[src/rtl/assert_macros.svh]
// ----------------------------------------------------------------------------
// Assertion macros
// Shared concurrent assertion forms, clocked and held off during reset.
// ----------------------------------------------------------------------------
`ifndef ASSERT_MACROS_SVH
`define ASSERT_MACROS_SVH

// Same-cycle implication: whenever a holds, b holds too.
`define ASSERT_IMPLIES(label, clk, rst_n, a, b) \
    label: assert property (@(posedge clk) disable iff (!rst_n) (a) |-> (b)) \
        else $error("assertion failed: same-cycle implication");

// Next-cycle implication: whenever a holds, b holds in the following cycle.
`define ASSERT_NEXT(label, clk, rst_n, a, b) \
    label: assert property (@(posedge clk) disable iff (!rst_n) (a) |=> (b)) \
        else $error("assertion failed: next-cycle implication");

`endif

[src/rtl/deq_pkg.sv]
// ----------------------------------------------------------------------------
// deq_pkg
// Types, sizes and codes shared by the double-ended queue modules.
// ----------------------------------------------------------------------------
package deq_pkg;

    localparam int DEPTH = 16;
    localparam int IDX_W = $clog2(DEPTH);
    localparam int CNT_W = $clog2(DEPTH + 1);

    localparam logic [IDX_W-1:0] LAST_IDX = IDX_W'(DEPTH - 1);
    localparam logic [IDX_W:0]   DEPTH_X  = (IDX_W + 1)'(DEPTH);
    localparam logic [CNT_W-1:0] DEPTH_C  = CNT_W'(DEPTH);

    // Operation codes carried in the func field.
    localparam logic [2:0] FN_PUSH_FRONT = 3'd0;
    localparam logic [2:0] FN_PUSH_BACK  = 3'd1;
    localparam logic [2:0] FN_POP_FRONT  = 3'd2;
    localparam logic [2:0] FN_POP_BACK   = 3'd3;
    localparam logic [2:0] FN_LIST       = 3'd4;

    // Result status codes.
    localparam logic [1:0] STS_OK    = 2'd0;
    localparam logic [1:0] STS_EMPTY = 2'd1;
    localparam logic [1:0] STS_FULL  = 2'd2;

    typedef struct packed {
        logic [2:0]         func;
        logic signed [31:0] item_value;
    } t_in_item;

    typedef struct packed {
        logic signed [31:0] out_value;
        logic [1:0]         status;
        logic               last;
    } t_out_item;

    // Commands from the controller to the datapath.
    typedef struct packed {
        logic       push_front;
        logic       push_back;
        logic       pop_front;
        logic       pop_back;
        logic       list_start;
        logic       list_read;
        logic       list_next;
        logic       out_load;
        logic       out_from_mem;
        logic [1:0] out_status;
        logic       out_last;
    } t_dp_cmd;

    // Status from the datapath to the controller.
    typedef struct packed {
        logic empty;
        logic full;
        logic list_last;
    } t_dp_status;

endpackage

[src/rtl/double_ended_queue_unit.sv]
// ----------------------------------------------------------------------------
// double_ended_queue_unit - bounded deque of signed 32-bit values in a ring
// Push and pop: result registered at accept; one item per cycle unless the output stalls.
// List: each value is read, then loaded; the input stalls until the last one is loaded.
// Reset empties the queue at once (front and fill zero); no clearing pass.
// ----------------------------------------------------------------------------
`include "assert_macros.svh"

module double_ended_queue_unit (
    input  logic               i_clk,
    input  logic               i_rst_n,
    input  logic               i_in_valid,
    output logic               o_in_stall,
    input  deq_pkg::t_in_item  i_in_item,
    output logic               o_out_valid,
    input  logic               i_out_stall,
    output deq_pkg::t_out_item o_out_item
);
    import deq_pkg::*;

    // The controller decides what happens to each accepted item and walks
    // the ring during a list. The datapath holds the ring storage, the
    // front index, the fill count and the result register.
    t_dp_cmd    dp_cmd;
    t_dp_status dp_status;

    // The result register decouples the two channels: a new item is taken
    // in the same cycle as the previous result is drained.
    deq_ctrl u_ctrl (
        .i_clk       (i_clk),
        .i_rst_n     (i_rst_n),
        .i_in_valid  (i_in_valid),
        .i_func      (i_in_item.func),
        .i_out_stall (i_out_stall),
        .i_status    (dp_status),
        .o_in_stall  (o_in_stall),
        .o_out_valid (o_out_valid),
        .o_cmd       (dp_cmd)
    );

    // Pushes write the ring on the accepting edge; list reads are registered
    // in r_rd_data before the value can be placed in the result.
    deq_datapath u_datapath (
        .i_clk        (i_clk),
        .i_rst_n      (i_rst_n),
        .i_cmd        (dp_cmd),
        .i_item_value (i_in_item.item_value),
        .o_status     (dp_status),
        .o_out_item   (o_out_item)
    );

    // A push is never carried out on a full queue, nor a pop on an empty one.
    `ASSERT_IMPLIES(a_no_push_full, i_clk, i_rst_n, dp_cmd.push_front || dp_cmd.push_back, !dp_status.full)
    `ASSERT_IMPLIES(a_no_pop_empty, i_clk, i_rst_n, dp_cmd.pop_front || dp_cmd.pop_back, !dp_status.empty)
    // A result is only loaded while the result register is free or draining.
    `ASSERT_IMPLIES(a_load_free, i_clk, i_rst_n, dp_cmd.out_load, !(o_out_valid && i_out_stall))
    // Every loaded result is presented in the following cycle.
    `ASSERT_NEXT(a_load_shown, i_clk, i_rst_n, dp_cmd.out_load, o_out_valid)

endmodule

[src/rtl/deq_datapath.sv]
// ----------------------------------------------------------------------------
// deq_datapath
// Ring storage, front index, fill count, list cursor and result register.
// ----------------------------------------------------------------------------
module deq_datapath (
    input  logic                i_clk,
    input  logic                i_rst_n,
    input  deq_pkg::t_dp_cmd    i_cmd,
    input  logic signed [31:0]  i_item_value,
    output deq_pkg::t_dp_status o_status,
    output deq_pkg::t_out_item  o_out_item
);
    import deq_pkg::*;

    logic signed [31:0] r_mem [DEPTH];
    logic signed [31:0] r_rd_data;
    logic [IDX_W-1:0]   r_front, n_front;
    logic [CNT_W-1:0]   r_count, n_count;
    logic [IDX_W-1:0]   r_idx;
    t_out_item          r_out_item;

    logic [IDX_W-1:0]   front_dec;
    logic [IDX_W-1:0]   wr_addr;
    logic [CNT_W-1:0]   idx_plus1;

    // Ring position pos + off, both below DEPTH, so one subtract corrects it.
    function automatic logic [IDX_W-1:0] ring_add(logic [IDX_W-1:0] pos,
                                                  logic [IDX_W-1:0] off);
        logic [IDX_W:0] s;
        s = {1'b0, pos} + {1'b0, off};
        if (s >= DEPTH_X) begin
            s = s - DEPTH_X;
        end
        return s[IDX_W-1:0];
    endfunction

    assign front_dec = (r_front == '0) ? LAST_IDX : r_front - IDX_W'(1);
    assign wr_addr   = i_cmd.push_front ? front_dec
                                        : ring_add(r_front, r_count[IDX_W-1:0]);
    assign idx_plus1 = CNT_W'(r_idx) + CNT_W'(1);

    assign o_status.empty     = (r_count == '0);
    assign o_status.full      = (r_count == DEPTH_C);
    assign o_status.list_last = (idx_plus1 == r_count);
    assign o_out_item         = r_out_item;

    always_comb begin
        n_front = r_front;
        n_count = r_count;
        if (i_cmd.push_front) begin
            n_front = front_dec;
            n_count = r_count + CNT_W'(1);
        end else if (i_cmd.push_back) begin
            n_count = r_count + CNT_W'(1);
        end else if (i_cmd.pop_front || i_cmd.pop_back) begin
            n_count = r_count - CNT_W'(1);
            if (i_cmd.pop_front) begin
                n_front = ring_add(r_front, IDX_W'(1));
            end
            // An emptied queue restarts at ring position zero.
            if (n_count == '0) begin
                n_front = '0;
            end
        end
    end

    always_ff @(posedge i_clk) begin
        if (!i_rst_n) begin
            r_front <= '0;
            r_count <= '0;
            r_idx   <= '0;
        end else begin
            r_front <= n_front;
            r_count <= n_count;
            if (i_cmd.list_start) begin
                r_idx <= '0;
            end else if (i_cmd.list_next) begin
                r_idx <= r_idx + IDX_W'(1);
            end
        end
    end

    always_ff @(posedge i_clk) begin
        if (i_cmd.push_front || i_cmd.push_back) begin
            r_mem[wr_addr] <= i_item_value;
        end
        if (i_cmd.list_read) begin
            r_rd_data <= r_mem[ring_add(r_front, r_idx)];
        end
    end

    always_ff @(posedge i_clk) begin
        if (i_cmd.out_load) begin
            r_out_item.out_value <= i_cmd.out_from_mem ? r_rd_data : 32'sd0;
            r_out_item.status    <= i_cmd.out_status;
            r_out_item.last      <= i_cmd.out_last;
        end
    end

endmodule

[src/rtl/deq_ctrl.sv]
// ----------------------------------------------------------------------------
// deq_ctrl
// Sequencer for operations and list walks, and owner of the result valid.
// ----------------------------------------------------------------------------
module deq_ctrl (
    input  logic                i_clk,
    input  logic                i_rst_n,
    input  logic                i_in_valid,
    input  logic [2:0]          i_func,
    input  logic                i_out_stall,
    input  deq_pkg::t_dp_status i_status,
    output logic                o_in_stall,
    output logic                o_out_valid,
    output deq_pkg::t_dp_cmd    o_cmd
);
    import deq_pkg::*;

    localparam logic [1:0] ST_IDLE     = 2'd0;
    localparam logic [1:0] ST_LIST_RD  = 2'd1;
    localparam logic [1:0] ST_LIST_OUT = 2'd2;

    logic [1:0] r_state, n_state;
    logic       r_out_valid, n_out_valid;
    logic       out_free;
    logic       in_fire;

    assign out_free    = !r_out_valid || !i_out_stall;
    assign o_in_stall  = (r_state != ST_IDLE) || !out_free;
    assign in_fire     = i_in_valid && !o_in_stall;
    assign o_out_valid = r_out_valid;

    always_comb begin
        o_cmd   = '0;
        n_state = r_state;
        unique case (r_state)
            ST_IDLE: begin
                if (in_fire) begin
                    o_cmd.out_last = 1'b1;
                    unique case (i_func)
                        FN_PUSH_FRONT, FN_PUSH_BACK: begin
                            o_cmd.out_load = 1'b1;
                            if (i_status.full) begin
                                o_cmd.out_status = STS_FULL;
                            end else begin
                                o_cmd.out_status = STS_OK;
                                o_cmd.push_front = (i_func == FN_PUSH_FRONT);
                                o_cmd.push_back  = (i_func == FN_PUSH_BACK);
                            end
                        end
                        FN_POP_FRONT, FN_POP_BACK: begin
                            o_cmd.out_load = 1'b1;
                            if (i_status.empty) begin
                                o_cmd.out_status = STS_EMPTY;
                            end else begin
                                o_cmd.out_status = STS_OK;
                                o_cmd.pop_front  = (i_func == FN_POP_FRONT);
                                o_cmd.pop_back   = (i_func == FN_POP_BACK);
                            end
                        end
                        FN_LIST: begin
                            if (i_status.empty) begin
                                o_cmd.out_load   = 1'b1;
                                o_cmd.out_status = STS_EMPTY;
                            end else begin
                                o_cmd.list_start = 1'b1;
                                n_state          = ST_LIST_RD;
                            end
                        end
                        default: begin
                            // Unused codes are consumed without a result.
                        end
                    endcase
                end
            end
            ST_LIST_RD: begin
                o_cmd.list_read = 1'b1;
                n_state         = ST_LIST_OUT;
            end
            ST_LIST_OUT: begin
                if (out_free) begin
                    o_cmd.out_load     = 1'b1;
                    o_cmd.out_from_mem = 1'b1;
                    o_cmd.out_status   = STS_OK;
                    o_cmd.out_last     = i_status.list_last;
                    if (i_status.list_last) begin
                        n_state = ST_IDLE;
                    end else begin
                        o_cmd.list_next = 1'b1;
                        n_state         = ST_LIST_RD;
                    end
                end
            end
            default: begin
                n_state = ST_IDLE;
            end
        endcase
    end

    always_comb begin
        if (o_cmd.out_load) begin
            n_out_valid = 1'b1;
        end else if (r_out_valid && !i_out_stall) begin
            n_out_valid = 1'b0;
        end else begin
            n_out_valid = r_out_valid;
        end
    end

    always_ff @(posedge i_clk) begin
        if (!i_rst_n) begin
            r_state     <= ST_IDLE;
            r_out_valid <= 1'b0;
        end else begin
            r_state     <= n_state;
            r_out_valid <= n_out_valid;
        end
    end

endmodule

[config.mk]
export PLATFORM = sky130hd
export DESIGN_NAME = double_ended_queue_unit
export DESIGN_NICKNAME = d
export VERILOG_FILES = /design/src/rtl/deq_pkg.sv /design/src/rtl/double_ended_queue_unit.sv /design/src/rtl/deq_datapath.sv /design/src/rtl/deq_ctrl.sv
export VERILOG_INCLUDE_DIRS = /design/src /design/src/rtl
export SDC_FILE = /design/constraint.sdc
export NUM_CORES = 1
export LEC_CHECK = 0
export BUFFER_PORTS_ARGS = -buffer_cell sky130_fd_sc_hd__clkbuf_2
export CAP_MARGIN = 20
export CORE_ASPECT_RATIO = 1.75
export CORE_UTILIZATION = 30
export CTS_CLUSTER_DIAMETER = 50
export DETAILED_ROUTE_END_ITERATION = 12
export GPL_ROUTABILITY_DRIVEN = 0
export SETUP_SLACK_MARGIN = 0.2
export SLEW_MARGIN = 20
export SYNTH_ARGS = -nofsm -noshare
export SYNTH_HDL_FRONTEND = slang
export SYNTH_SLANG_ARGS = --single-unit
[constraint.sdc]
create_clock -name i_clk -period 4.4 [get_ports i_clk]
set_input_delay 0.44 -clock i_clk [delete_from_list [all_inputs] [get_ports i_clk]]
set_output_delay 0.44 -clock i_clk [all_outputs]
set_load 0.02 [all_outputs]
==> results_tabular.tex <==
\begin{tabular}{lr}
\hline
Metric & Value \\
\hline
\multicolumn{2}{l}{\textbf{Logic synthesis}} \\
\quad Number of synthesized register bits & 595 \\
\quad Synth cell types & 64 \\
\quad Synth Net Count & 1242 \\
\quad Share of synthesized registers carrying an async set or reset & 0\% \\
\quad Synthesized area per cell & 19.7 um2 \\
\quad Predominant post-synthesis flop cell & sky130\_fd\_sc\_hd\_\_edfxtp\_1 \\
\quad Cell area after technology mapping & 0.0234 mm2 \\
\quad Number of enable-type register cells in the synthesized netlist & 579 \\
\quad Synth Warn \# & 0 \\
\quad Post-Syn Instances & 1189 \\
\quad Sequential cell area fraction in the yosys report & 75.7\% \\
\multicolumn{2}{l}{\textbf{GRT}} \\
\quad Busiest metal layer after global routing & met2 \\
\quad Maximum number of pins on one net before global-route repair & 83 \\
\quad Initial antenna violation count & 2 \\
\quad Sum of overflow across all layers after global routing & 0 \\
\quad Met1 routing resource usage after global routing & 15.9\% \\
\quad Met2 track demand over resource in global routing & 26.3\% \\
\quad Number of global-route vias before repair & 12.4k \\
\quad Wire length of the first global-routing pass & 81.1 mm \\
\quad Routing usage on met3 & 1.81\% \\
\quad GRT Total Usage & 13.9\% \\
\multicolumn{2}{l}{\textbf{Pwr}} \\
\quad Internal power & 8.70 mW \\
\quad Fraction of power spent switching nets & 21.8\% \\
\quad Pwr per Cell Area & 413 mW/mm2 \\
\quad Combinational group share of total power & 5.2\% \\
\quad Sw power & 2.42 mW \\
\quad Worst vdd rail ir drop & 0.000321 V \\
\quad Fraction of power consumed by sequential logic & 56.4\% \\
\quad Leakage power total & 8.55 nW \\
\quad Design Power & 11.1 mW \\
\quad Clock share of power & 38.4\% \\
\multicolumn{2}{l}{\textbf{Route}} \\
\quad Number of vias after detailed routing & 11.6k \\
\quad Vias per cell & 4.92 \\
\quad Final routed wirelength across all metal layers & 54.1 mm \\
\quad Number of antenna-violating nets in the routed design & 0 \\
\quad Initial DRC count & 1072 \\
\quad Number of optimization iterations in the first detailed-route pass & 5 \\
\quad Post-detailed-route wirelength per cell & 23.0 um \\
\quad Number of remaining DRC errors & 0 \\
\multicolumn{2}{l}{\textbf{CTS}} \\
\quad Number of hold buffers added after CTS & 0 \\
\quad CTS HTree Levels & 2 \\
\quad Post CTS Setup Buffer Count & 0 \\
\quad Latest clock arrival within the worst-skew pair & 0.61 ns \\
\quad Root buf cell & sky130\_fd\_sc\_hd\_\_clkbuf\_16 \\
\quad Clock-pin slew reported for the worst setup and hold paths after clock tree synthesis & 0.07 ns \\
\quad Clock sink count & 595 \\
\quad Clock tree from TritonCTS & done \\
\quad Max Buffers Root-to-Sink & 3 \\
\quad Post-cts gate resize count & 0 \\
\quad Number of CTS-inserted buffers & 50 \\
\multicolumn{2}{l}{\textbf{Cells and area}} \\
\quad Number of filler instances in the final layout & 7294 \\
\quad Post-layout instance area & 0.0269 mm2 \\
\quad Antenna fix cells & 0 \\
\quad Final Core Density & 34.8\% \\
\quad Count of placed standard cells in the final layout, fillers left out & 2355 \\
\quad Synthesis-to-finish area growth & 15.2\% \\
\quad NumNets Final & 1342 \\
\quad Fraction of layout instances using a drive strength above 1 & 26.1\% \\
\multicolumn{2}{l}{\textbf{Timing}} \\
\quad Post-Route Skew & 0.0335 ns \\
\quad Measured slew at the worst slew-check pin & 1.01 ns \\
\quad Final critical-path share of the clock period & 79.9\% \\
\quad Final Hold Viols & 0 \\
\quad Final setup violating endpoints & 0 \\
\quad Setup total negative slack & 0 ns \\
\quad Smallest hold slack & 0.197 ns \\
\quad Final slew viol count & 0 \\
\quad Highest clock frequency the design can meet & 285 MHz \\
\quad Headroom to the max-slew limit & 32.4\% \\
\quad Clock period minus worst slack & 3.51 ns \\
\quad Final worst-path setup slack & 0.886 ns \\
\quad Setup repair after global routing missed its margin & no \\
\multicolumn{2}{l}{\textbf{Floorplanning}} \\
\quad Core Rows & 135 \\
\quad Area inside the core boundary & 0.0774 mm2 \\
\quad X dimension of the die & 213 um \\
\quad Starting density of the core & 30.2\% \\
\quad Vert. Die Dim & 371 um \\
\quad DIE AREA & 0.0792 mm2 \\
\quad Number of I/O pins & 76 \\
\multicolumn{2}{l}{\textbf{Setup path}} \\
\quad Arrival time reported for the critical path endpoint & 3.84 ns \\
\quad Required time worst endpoint & 4.73 ns \\
\quad Worst setup path category & flop to flop \\
\quad Critical path peak fanout & 22 \\
\quad Crit start category & flop \\
\quad Critical Path Sink Type & flop \\
\multicolumn{2}{l}{\textbf{Place}} \\
\quad HPWL Detailed & 31.4 mm \\
\quad Buffers on Ports & 75 \\
\quad DP Cell Count & 2264 \\
\quad Post-placement worst setup slack & 0.917 ns \\
\quad Total placed instance area & 0.0254 mm2 \\
\multicolumn{2}{l}{\textbf{Min path}} \\
\quad Worst hold path type & input pin to flop \\
\multicolumn{2}{l}{\textbf{Status}} \\
\quad Outcome & complete, no violations \\
\multicolumn{2}{l}{\textbf{Run}} \\
\quad Count of maximum capacitance violations & 0 \\
\hline
\end{tabular}
## cell families after synthesis
group / count (synthesis) / synth area share (%)
flops: 595 / 75.7
simple gates: 226 / 4.96
compound gates: 129 / 3.96
mux: 129 / 12.4
buf+inv: 79 / 1.55
xor+xnor: 17 / 0.668
fa+ha+maj: 14 / 0.813
## final timing paths
kind | from | to | cells after the start | slack, ns
max | u_datapath.r_count[1] | u_datapath.r_mem[12][25] | 8 | 0.89
min | i_out_stall | u_ctrl.r_state[1] | 3 | 0.20
max reg2reg | u_datapath.r_count[1] | u_datapath.r_mem[12][25] | 8 | 0.89
min reg2reg | u_datapath.r_rd_data[28] | u_datapath.o_out_item[31] | 1 | 0.55
## synthesized netlist by cell type, types with 2 or more instances
cell type / instances / share of area (%)
sky130_fd_sc_hd__edfxtp_1: 579 / 74
sky130_fd_sc_hd__inv_1: 15 / 0.24
sky130_fd_sc_hd__a31oi_1: 38 / 1.0
sky130_fd_sc_hd__nor3_1: 8 / 0.17
sky130_fd_sc_hd__and2_0: 3 / 0.080
sky130_fd_sc_hd__buf_4: 12 / 0.39
sky130_fd_sc_hd__and3_1: 34 / 0.91
sky130_fd_sc_hd__nor2b_1: 7 / 0.19
sky130_fd_sc_hd__o21a_1: 3 / 0.096
sky130_fd_sc_hd__nand2b_1: 5 / 0.13
sky130_fd_sc_hd__xnor2_1: 10 / 0.37
sky130_fd_sc_hd__nand4_1: 5 / 0.13
sky130_fd_sc_hd__o31ai_1: 4 / 0.13
sky130_fd_sc_hd__ha_1: 12 / 0.64
sky130_fd_sc_hd__xor2_1: 6 / 0.22
sky130_fd_sc_hd__and2_1: 33 / 0.88
sky130_fd_sc_hd__o21bai_1: 2 / 0.064
sky130_fd_sc_hd__dfxtp_1: 16 / 1.4
sky130_fd_sc_hd__a21oi_1: 13 / 0.28
sky130_fd_sc_hd__a21o_1: 2 / 0.064
sky130_fd_sc_hd__nor2_1: 35 / 0.56
sky130_fd_sc_hd__or3_1: 2 / 0.053
sky130_fd_sc_hd__clkbuf_1: 34 / 0.55
sky130_fd_sc_hd__a21boi_0: 4 / 0.13
sky130_fd_sc_hd__o21ai_1: 2 / 0.043
sky130_fd_sc_hd__a211oi_1: 35 / 1.1
sky130_fd_sc_hd__nand3_1: 5 / 0.11
sky130_fd_sc_hd__buf_2: 16 / 0.34
sky130_fd_sc_hd__mux4_2: 128 / 12
sky130_fd_sc_hd__fa_1: 2 / 0.17
sky130_fd_sc_hd__nand2_1: 77 / 1.2
sky130_fd_sc_hd__o211ai_1: 6 / 0.19
sky130_fd_sc_hd__o21ai_0: 5 / 0.11
## critical path, cell delays in order, from the launching register on
cell and delay, ns:
sky130_fd_sc_hd__dfxtp_1 0.51, sky130_fd_sc_hd__inv_1 0.15, sky130_fd_sc_hd__ha_1 0.31, sky130_fd_sc_hd__nand4bb_1 0.29, sky130_fd_sc_hd__and4_1 0.54, sky130_fd_sc_hd__nor3_1 0.08
sky130_fd_sc_hd__a31oi_1 0.75, sky130_fd_sc_hd__nor2_4 0.29, sky130_fd_sc_hd__buf_12 0.28
## flip-flops by register name, summed over array words and instances (netlist names)
name                   flops
u_datapath.o_out_item     35
u_datapath.r_count         5
u_datapath.r_front         4
u_ctrl.o_out_valid         1
u_datapath.r_idx           4
u_datapath.r_rd_data      32
u_datapath.r_mem         512
u_ctrl.r_state             2
## power groups by stage
stage | registers (mW) | clock network [mW] | logic, mW
global route | 6.28 | 4.54 | 0.625
detailed placement | 6.40 | 0 | 0.584
finish | 6.28 | 4.27 | 0.574
floorplan | 6.42 | 0 | 0.351
global placement | 6.40 | 0 | 0.572
CTS | 6.28 | 4.38 | 0.585
## layout make-up
| type | instances | area, um2 | share of cell area, % |
|---|---|---|---|
| sequential | 595 | 17700 | 65.7 |
| multi-input combinational | 515 | 5530 | 20.5 |
| clock buffer | 58 | 1300 | 4.83 |
| tap | 1027 | 1280 | 4.77 |
| timing repair buffer | 112 | 823 | 3.06 |
| clock inverter | 33 | 241 | 0.896 |
| inverter | 15 | 56.3 | 0.209 |
## cells in the final DEF, fill, tap and decap left out, types with 9 or more instances in the layout
master and n:
sky130_fd_sc_hd__buf_12 12, sky130_fd_sc_hd__nor2_1 19, sky130_fd_sc_hd__clkinv_2 9, sky130_fd_sc_hd__and2_1 33
sky130_fd_sc_hd__ha_1 11, sky130_fd_sc_hd__xnor2_1 9, sky130_fd_sc_hd__clkbuf_16 51, sky130_fd_sc_hd__clkinv_1 12
sky130_fd_sc_hd__edfxtp_1 579, sky130_fd_sc_hd__a31oi_1 38, sky130_fd_sc_hd__a21oi_1 13, sky130_fd_sc_hd__inv_1 15
sky130_fd_sc_hd__dfxtp_1 16, sky130_fd_sc_hd__clkbuf_2 75, sky130_fd_sc_hd__buf_4 24, sky130_fd_sc_hd__nand2_1 77
sky130_fd_sc_hd__and3_1 34, sky130_fd_sc_hd__nor2_4 16, sky130_fd_sc_hd__a211oi_1 35, sky130_fd_sc_hd__mux4_2 128
## metal layers
| layer | vias up | wire (um) |
|---|---|---|
| met5 | - | 0 |
| met4 | 0 | 1440 |
| met3 | 78 | 2190 |
| met2 | 297 | 30000 |
| met1 | 6162 | 20400 |
| li1 | 5053 | - |
Power figures use the tool's default switching activity.
